--- src/hw/rtl/ibfr_pkg.sv ---
// ----------------------------------------------------------------------------
// ibfr_pkg
// Shared types and constants of the bus frame receiver.
// ----------------------------------------------------------------------------
`default_nettype none

package ibfr_pkg;

    // Frame buffer geometry
    localparam int MAX_FRAME = 64;
    localparam int ADDR_W    = $clog2(MAX_FRAME);
    localparam int CNT_W     = $clog2(MAX_FRAME + 1);

    // Frame layout and completion rules
    localparam logic [CNT_W-1:0] LEN_POS   = CNT_W'(1);
    localparam logic [8:0]       LEN_EXTRA = 9'd2;
    localparam logic [CNT_W-1:0] MIN_HELD  = CNT_W'(3);

    // Configuration register
    localparam logic [15:0] GAP_RESET = 16'd50;
    localparam logic        REG_GAP   = 1'b0;   // register index bit of paddr

    // Sequencer states
    typedef enum logic [2:0] {
        ST_IDLE,
        ST_CHECK,
        ST_SUM,
        ST_CMP,
        ST_ERD,
        ST_OUT
    } t_state;

    // Frame buffer access request from the sequencer
    typedef struct packed {
        logic              we;
        logic [ADDR_W-1:0] waddr;
        logic [7:0]        wdata;
        logic              re;
        logic [ADDR_W-1:0] raddr;
    } t_mem_req;

endpackage

`default_nettype wire

--- src/hw/rtl/ibfr_ram.sv ---
// ----------------------------------------------------------------------------
// ibfr_ram
// Generic simple dual-port RAM, one write port, one registered read port.
// ----------------------------------------------------------------------------
`default_nettype none

module ibfr_ram #(
    parameter int WIDTH = 8,
    parameter int DEPTH = 64
) (
    input  wire logic                     i_clk,
    input  wire logic                     i_we,
    input  wire logic [$clog2(DEPTH)-1:0] i_waddr,
    input  wire logic [WIDTH-1:0]         i_wdata,
    input  wire logic                     i_re,
    input  wire logic [$clog2(DEPTH)-1:0] i_raddr,
    output logic      [WIDTH-1:0]         o_rdata
);

    logic [WIDTH-1:0] r_mem [DEPTH];
    logic [WIDTH-1:0] r_rdata;

    always_ff @(posedge i_clk) begin
        if (i_we) begin
            r_mem[i_waddr] <= i_wdata;
        end
        if (i_re) begin
            r_rdata <= r_mem[i_raddr];
        end
    end

    assign o_rdata = r_rdata;

endmodule

`default_nettype wire

--- src/hw/rtl/ibfr_cfg.sv ---
// ----------------------------------------------------------------------------
// ibfr_cfg
// APB register block holding the inter-byte gap limit.
// ----------------------------------------------------------------------------
`default_nettype none

module ibfr_cfg
    import ibfr_pkg::*;
(
    input  wire logic        i_clk,
    input  wire logic        i_rst_n,
    input  wire logic        psel,
    input  wire logic        penable,
    input  wire logic        pwrite,
    input  wire logic [2:0]  paddr,
    input  wire logic [31:0] pwdata,
    output logic      [31:0] prdata,
    output logic             pready,
    output logic      [15:0] o_gap_limit
);

    logic [15:0] r_gap_limit;
    logic        wr_gap;

    // Write strobe on the access phase
    assign wr_gap = psel && penable && pwrite && (paddr[2] == REG_GAP);

    always_ff @(posedge i_clk) begin
        if (!i_rst_n) begin
            r_gap_limit <= GAP_RESET;
        end else if (wr_gap) begin
            r_gap_limit <= pwdata[15:0];
        end
    end

    // Read back
    always_comb begin
        prdata = 32'd0;
        if (paddr[2] == REG_GAP) begin
            prdata = {16'd0, r_gap_limit};
        end
    end

    assign pready      = 1'b1;
    assign o_gap_limit = r_gap_limit;

endmodule

`default_nettype wire

--- src/hw/rtl/ibfr_ctrl.sv ---
// ----------------------------------------------------------------------------
// ibfr_ctrl
// Sequencer: frame assembly, XOR checksum pass over the buffer, and readout.
// ----------------------------------------------------------------------------
`default_nettype none

module ibfr_ctrl
    import ibfr_pkg::*;
(
    input  wire logic              i_clk,
    input  wire logic              i_rst_n,
    input  wire logic [15:0]       i_gap_limit,
    // incoming bytes
    input  wire logic              i_in_valid,
    output logic                   o_in_ready,
    input  wire logic [7:0]        i_rx_byte,
    input  wire logic [31:0]       i_time_ms,
    // verified frame bytes
    output logic                   o_out_valid,
    input  wire logic              i_out_ready,
    output logic      [7:0]        o_frame_byte,
    output logic      [ADDR_W-1:0] o_byte_index,
    output logic                   o_frame_last,
    // frame buffer
    output t_mem_req               o_mem,
    input  wire logic [7:0]        i_mem_q
);

    t_state            r_state, n_state;
    logic [7:0]        r_byte;
    logic [31:0]       r_time;
    logic [CNT_W-1:0]  r_held, n_held;
    logic [31:0]       r_last_t, n_last_t;
    logic [7:0]        r_len, n_len;
    logic [ADDR_W-1:0] r_last_idx, n_last_idx;
    logic [ADDR_W-1:0] r_k, n_k;
    logic [7:0]        r_x, n_x;

    logic [31:0]       gap;
    logic              restart;
    logic [CNT_W-1:0]  held_inc;
    logic [8:0]        total;
    logic              at_last;

    // Gap since the previous byte, modulo 2^32
    assign gap      = r_time - r_last_t;
    assign restart  = (r_held == '0) || (gap > {16'd0, i_gap_limit});
    assign held_inc = r_held + CNT_W'(1);
    assign total    = {1'b0, r_len} + LEN_EXTRA;
    assign at_last  = (r_k == r_last_idx);

    // Input capture
    always_ff @(posedge i_clk) begin
        if (r_state == ST_IDLE && i_in_valid) begin
            r_byte <= i_rx_byte;
            r_time <= i_time_ms;
        end
    end

    // State and control registers
    always_ff @(posedge i_clk) begin
        if (!i_rst_n) begin
            r_state  <= ST_IDLE;
            r_held   <= '0;
            r_last_t <= '0;
        end else begin
            r_state  <= n_state;
            r_held   <= n_held;
            r_last_t <= n_last_t;
        end
    end

    // Working registers
    always_ff @(posedge i_clk) begin
        r_len      <= n_len;
        r_last_idx <= n_last_idx;
        r_k        <= n_k;
        r_x        <= n_x;
    end

    // Next state and outputs
    always_comb begin
        n_state     = r_state;
        n_held      = r_held;
        n_last_t    = r_last_t;
        n_len       = r_len;
        n_last_idx  = r_last_idx;
        n_k         = r_k;
        n_x         = r_x;
        o_in_ready  = 1'b0;
        o_out_valid = 1'b0;
        o_mem       = '0;

        case (r_state)
            ST_IDLE: begin
                o_in_ready = 1'b1;
                if (i_in_valid) begin
                    n_state = ST_CHECK;
                end
            end

            // Place the byte and decide whether the frame is complete
            ST_CHECK: begin
                n_state  = ST_IDLE;
                n_last_t = r_time;
                if (restart) begin
                    o_mem.we    = 1'b1;
                    o_mem.waddr = '0;
                    o_mem.wdata = r_byte;
                    n_held      = CNT_W'(1);
                end else if (r_held >= CNT_W'(MAX_FRAME)) begin
                    // buffer overflow: drop frame and byte
                    n_held = '0;
                end else begin
                    o_mem.we    = 1'b1;
                    o_mem.waddr = r_held[ADDR_W-1:0];
                    o_mem.wdata = r_byte;
                    n_held      = held_inc;
                    if (r_held == LEN_POS) begin
                        n_len = r_byte;
                    end
                    if (held_inc >= MIN_HELD && {2'b0, held_inc} >= total) begin
                        n_held     = '0;
                        n_last_idx = ADDR_W'(total - 9'd1);
                        n_k        = '0;
                        n_x        = '0;
                        n_state    = ST_SUM;
                    end
                end
            end

            // XOR all bytes before the checksum, one read per cycle
            ST_SUM: begin
                o_mem.re    = 1'b1;
                o_mem.raddr = r_k;
                if (r_k != '0) begin
                    n_x = r_x ^ i_mem_q;
                end
                if (at_last) begin
                    n_state = ST_CMP;
                end else begin
                    n_k = r_k + ADDR_W'(1);
                end
            end

            // Checksum byte is on the read port now
            ST_CMP: begin
                n_k = '0;
                if (r_x == i_mem_q) begin
                    n_state = ST_ERD;
                end else begin
                    n_state = ST_IDLE;
                end
            end

            ST_ERD: begin
                o_mem.re    = 1'b1;
                o_mem.raddr = r_k;
                n_state     = ST_OUT;
            end

            // Stream the frame, prefetching the next byte on each handshake
            ST_OUT: begin
                o_out_valid = 1'b1;
                if (i_out_ready) begin
                    if (at_last) begin
                        n_state = ST_IDLE;
                    end else begin
                        n_k         = r_k + ADDR_W'(1);
                        o_mem.re    = 1'b1;
                        o_mem.raddr = r_k + ADDR_W'(1);
                    end
                end
            end

            default: begin
                n_state = ST_IDLE;
            end
        endcase
    end

    assign o_frame_byte = i_mem_q;
    assign o_byte_index = r_k;
    assign o_frame_last = at_last;

endmodule

`default_nettype wire

--- src/hw/rtl/ibus_frame_receiver.sv ---
// ----------------------------------------------------------------------------
// ibus_frame_receiver
// Collects time-stamped bus bytes into frames and emits frames whose XOR
// checksum matches.
// ----------------------------------------------------------------------------
// One byte at a time is taken: a byte that does not complete a frame is
// captured, then gap-checked and written to the buffer. A byte that completes
// a frame of N bytes (N = length byte + 2) adds a checksum pass, which reads
// the 64-byte frame buffer once per cycle through a single XOR accumulator,
// then a compare step; a good frame then needs a prefetch read and streams
// its N bytes at one per cycle, each waiting on m_axis_tready. s_axis_tready
// is high only while the block is idle, so no new byte is taken until a
// completed frame has been checked and streamed out. The frame buffer needs
// no clear after reset. tdata packs the fields from bit 0 up.
// ----------------------------------------------------------------------------
`default_nettype none

module ibus_frame_receiver
    import ibfr_pkg::*;
(
    input  wire logic        i_clk,
    input  wire logic        i_rst_n,
    // received bytes
    input  wire logic        s_axis_tvalid,
    output logic             s_axis_tready,
    input  wire logic [39:0] s_axis_tdata,   // rx_byte[7:0], time_ms[39:8]
    // verified frames
    output logic             m_axis_tvalid,
    input  wire logic        m_axis_tready,
    output logic      [15:0] m_axis_tdata,   // frame_byte[7:0], byte_index[13:8], zeros
    output logic             m_axis_tlast,
    // configuration
    input  wire logic        psel,
    input  wire logic        penable,
    input  wire logic        pwrite,
    input  wire logic [2:0]  paddr,
    input  wire logic [31:0] pwdata,
    output logic      [31:0] prdata,
    output logic             pready
);

    logic [15:0]       gap_limit;
    t_mem_req          mem;
    logic [7:0]        mem_q;
    logic [7:0]        frame_byte;
    logic [ADDR_W-1:0] byte_index;

    ibfr_cfg u_cfg (
        .i_clk       (i_clk),
        .i_rst_n     (i_rst_n),
        .psel        (psel),
        .penable     (penable),
        .pwrite      (pwrite),
        .paddr       (paddr),
        .pwdata      (pwdata),
        .prdata      (prdata),
        .pready      (pready),
        .o_gap_limit (gap_limit)
    );

    ibfr_ctrl u_ctrl (
        .i_clk        (i_clk),
        .i_rst_n      (i_rst_n),
        .i_gap_limit  (gap_limit),
        .i_in_valid   (s_axis_tvalid),
        .o_in_ready   (s_axis_tready),
        .i_rx_byte    (s_axis_tdata[7:0]),
        .i_time_ms    (s_axis_tdata[39:8]),
        .o_out_valid  (m_axis_tvalid),
        .i_out_ready  (m_axis_tready),
        .o_frame_byte (frame_byte),
        .o_byte_index (byte_index),
        .o_frame_last (m_axis_tlast),
        .o_mem        (mem),
        .i_mem_q      (mem_q)
    );

    ibfr_ram #(
        .WIDTH (8),
        .DEPTH (MAX_FRAME)
    ) u_ram (
        .i_clk   (i_clk),
        .i_we    (mem.we),
        .i_waddr (mem.waddr),
        .i_wdata (mem.wdata),
        .i_re    (mem.re),
        .i_raddr (mem.raddr),
        .o_rdata (mem_q)
    );

    assign m_axis_tdata = {2'b00, byte_index, frame_byte};

endmodule

`default_nettype wire

--- config.mk ---
export PLATFORM = sky130hd
export DESIGN_NAME = ibus_frame_receiver
export DESIGN_NICKNAME = d
export VERILOG_FILES = /design/src/hw/rtl/ibfr_pkg.sv /design/src/hw/rtl/ibfr_ram.sv /design/src/hw/rtl/ibfr_cfg.sv /design/src/hw/rtl/ibfr_ctrl.sv /design/src/hw/rtl/ibus_frame_receiver.sv
export SDC_FILE = /design/constraint.sdc
export NUM_CORES = 1
export LEC_CHECK = 0
export BUFFER_PORTS_ARGS = -buffer_cell sky130_fd_sc_hd__buf_2
export CORE_UTILIZATION = 25
export CTS_CLUSTER_DIAMETER = 100
export DETAILED_ROUTE_END_ITERATION = 16
export PLACE_DENSITY = 0.48
export SETUP_SLACK_MARGIN = 0.1
export SLEW_MARGIN = 20
export SYNTH_ARGS = -nofsm -noshare
export SYNTH_HDL_FRONTEND = slang
export SYNTH_SLANG_ARGS = --single-unit
--- constraint.sdc ---
create_clock -name i_clk -period 11.4 [get_ports i_clk]
set_input_delay 1.14 -clock i_clk [delete_from_list [all_inputs] [get_ports i_clk]]
set_output_delay 1.14 -clock i_clk [all_outputs]
set_load 0.005 [all_outputs]
==> summary.txt <==
Timing
  • # setup viols final: 0
  • Clock period minus worst slack: around 6.8 ns
  • Slew Limit Fails: 0
  • Tightest Pin Transition: 1.06 ns
  • RSZ-0062 raised after global routing: no
  • Setup TNS Final: 0 ns
  • Hold Fails Final Rpt: 0
  • Max Fclk: approximately 150 MHz
  • Final period util: 0.595
  • Worst hold margin: 0.455 ns
  • Worst Clk Skew: 0.0254 ns
  • Slew HR: 0.290

Place
  • Placed instance area: approximately 31000 um^2
  • Routability Congestion: 0.798
  • HPWL Detailed: 50.4 mm
  • Port Buffers: 96

Yosys
  • Cells after Synth: 2568
  • Cells taking the most area after synthesis: edfxtp_1, nand2_1, dfxtp_1, nand3_1, ha_1
  • #FFs+latches synth: 646
  • Syn_area_per_cell: about 11 um^2
  • Register area share after synthesis: 0.649
  • Yosys warnings: 0
  • Post-synth EDFFs: 588
  • Largest area contributor in the netlist: edfxtp_1
  • Predominant post-synthesis flop cell: edfxtp_1
  • Yosys cell types: a little under 80
  • Post-synth ARST share: 0
  • Synth Cell Area: 29000 um^2
  • Post-synth top area share: 0.609

Layout
  • Share of cells above drive strength 1: 0.107
  • Design area: 33600 um^2
  • Commonest non-fill, non-tap cell in the layout: nand2_1
  • Multi-input logic area: ~9400 um^2
  • Area Growth Syn to Fin: 15.8%
  • Most frequent cells in the layout: nand2_1, edfxtp_1, nand3_1
  • NumNets Final: about 2800
  • FILL cells: 11700
  • Reg area: roughly 19000 um^2

Critical path
  • Reg-to-Reg Start: u_ctrl.r_time[0]
  • Worst r2r path cells: 22
  • Sum of buffers and inverters on the critical path: 2
  • Worst Setup Start Kind: register
  • Slowest CP cell: nor2_1
  • Worst r2r dst: u_ram.r_mem[46][3]
  • CP delay by family, top: simple AND/OR/NAND/NOR gates
  • CP required: 11.64 ns
  • CP Class: register to register
  • CP Launch Point: u_ctrl.r_time[0]
  • R2R Setup Slk: 4.61 ns
  • CP arrival: 7.03 ns
  • Critical path fanouts, max: 10
  • Critical path endpoint category: register
  • Critical-path cell list: inv_1, ha_1, fa_1, nand2b_1, a21oi_1, o2111ai_1, nor2b_1, nor3_1, nor2_1, xnor2_1, ha_1, a21oi_1, nand2_1, a221oi_1, a21oi_1, a2111o_1, a2111oi_2, nand4_1, nor4_4, nand3_1, buf_4, nor2_1
  • Crit-path most repeated cell: a21oi_1
  • CP peak stage delay: 0.65 ns

Clock network
  • Number of gates resized after cts: 0
  • CTS max path bufs: 3
  • CTS Sinks: 646
  • Post-CTS Hold Buffers: 0
  • CTS tree: built
  • Clock slew at reported path FFs: about 0.060 ns
  • CTS H-tree depth: 3
  • Num CTS Buffers: between 70 and 80
  • Clk_lat worst skew: between 0.6 and 0.7 ns
  • Clk root buf: clkbuf_16
  • Buffers inserted by post-CTS timing repair: 0

Route
  • ANT nets after route: 0
  • DR WL/cell: 19.4 um
  • DR iter-0 viols: 1510
  • Routed vias/inst: 4.66
  • Total Wirelength: 81.8 mm
  • DR DRC count: 4
  • Via count: slightly below 20000
  • Drt first pass iters: 11

Die
  • Core area: 115000 um^2
  • Effective utilization at floorplan: 0.253
  • Num ports: 134
  • Chip width: 342 um
  • Die H: 342 um
  • Row count: 124
  • Die area: 117000 um^2

Power
  • VDD IR max: approximately 0.12 mV
  • Leak Pwr: 11.6 nW
  • Tot Pwr: 5.26 mW
  • PD cells: 157 nW/um^2

Min path
  • Hold path endpoint: u_ctrl.r_len[6]
  • Hold wc startpoint: u_ctrl.r_byte[6]
  • Worst hold stages: 0
  • Hold crit path type: register to register

Global routing
  • Total track usage: 0.138
  • Vias in the first global route: 19100
  • Initial antenna violation count: 2
  • Grt total ovfl: 0
  • First-pass GRT wire length: 122 mm
  • Largest net degree at the start of global routing: 149

Status
  • Failing checks: design-rule violations
  • Run status: complete, but fails checks

Flow run
  • Max Cap Viol: 0
[state kept, by name (all words and copies together) (netlist names)]
name,cells
u_ctrl.r_state,3
u_cfg.o_gap_limit,16
u_ctrl.r_x,8
u_ctrl.r_held,7
u_ctrl.r_byte,8
u_ctrl.r_time,32
u_ram.o_rdata,8
u_ctrl.r_len,8
u_ctrl.r_last_idx,6
u_ctrl.o_byte_index,6
u_ctrl.r_last_t,32
u_ram.r_mem,512
[layer usage]
| layer | GRT usage | routed length, um | vias to the layer above |
|---|---|---|---|
| met1 | 0.187 | 37200 | 9652 |
| met4 | 0.0393 | 1710 | 0 |
| li1 | - | - | 9412 |
| met5 | 0 | 0 | - |
| met3 | 0.0198 | 3960 | 108 |
| met2 | 0.227 | 38900 | 457 |
[power by group]
part           total [mW]  internal [mW]  leakage (nW)  switching (mW)
Sequential           2.63           2.62          6.08          0.0130
Clock                2.31           1.32          1.14           0.984
Combinational       0.320          0.110          4.38           0.210
Total                5.26           4.05          11.6            1.21
[stage by stage]
step,setup WS [ns],utilization,instances
after floorplan,5.59,-,2585
after global placement,4.52,0.272,4078
after detailed placement,4.51,0.272,4078
after CTS,4.47,0.293,4212
after global routing,3.98,0.293,4212
final,4.61,0.293,4213
[worst max-delay path by stage]
stage | endpoint | slack [ns] | cells past startpoint
6_report | u_ram.r_mem[46][3] | 4.61 | 22
5_1_grt | u_ram.r_mem[10][3] | 3.98 | 22
4_1_cts | u_ram.r_mem[46][2] | 4.47 | 22
3_5_place_dp | u_ram.r_mem[10][1] | 4.51 | 22
3_3_place_gp | u_ram.r_mem[10][0] | 4.52 | 22
2_1_floorplan | u_ram.r_mem[36][0] | 5.59 | 22
[cell usage after synthesis, drive strengths merged (4+ instances only)]
cell type,instances
nand2,628
edfxtp,588
nand3,192
a21oi,142
nor2,136
clkbuf,127
inv,71
ha,64
dfxtp,58
o21ai,56
and3,51
a21boi,47
buf,36
xnor2,33
a311oi,32
nor3,32
nand4,25
xor2,23
nor4,17
a41oi,16
nand2b,15
a21o,14
o22ai,11
mux2i,10
and2,9
o211ai,9
a32o,8
nor2b,8
or2,8
o21a,7
o32a,7
o32ai,7
a211oi,6
a31oi,6
or3,6
a221oi,4
o2111ai,4
o21bai,4
[logic make-up (layout without fill, tap and decap cells)]
logic type / after synthesis / in the layout / share of synthesized area
adders and majority gates: 65 / 65 / 0.0283
and+or+nand+nor: 1146 / 1146 / 0.174
DFF: 646 / 646 / 0.649
AOI/OAI and AO/OA: 407 / 407 / 0.0937
buffers and inverters: 234 / 349 / 0.0331
muxes: 12 / 12 / 0.00423
xor gates and xnor gates: 56 / 56 / 0.0169
other: 2 / 20 / 0.000259
[cell type report]
cell class | instances | share of cell area
clock buffers | 98 | 0.0588
clock inverters | 36 | 0.0109
well taps | 1512 | 0.0564
repair buffers | 144 | 0.0254
flip-flops and latches | 646 | 0.561
multi-input cells | 1705 | 0.280
inverters | 71 | 0.00794
diodes | 1 | 0.0000746
[worst register-to-register path: stages (launching register included)]
cell and delay, ns:
edfxtp_1 0.34, inv_1 0.05, ha_1 0.21, fa_1 0.45
nand2b_1 0.17, a21oi_1 0.25, o2111ai_1 0.22, nor2b_1 0.20
nor3_1 0.19, nor2_1 0.07, xnor2_1 0.15, ha_1 0.33
a21oi_1 0.14, nand2_1 0.07, a221oi_1 0.29, a21oi_1 0.07
a2111o_1 0.45, a2111oi_2 0.37, nand4_1 0.24, nor4_4 0.59
nand3_1 0.52, buf_4 0.38, nor2_1 0.65
Note: power is estimated with default switching activity, not from simulation.
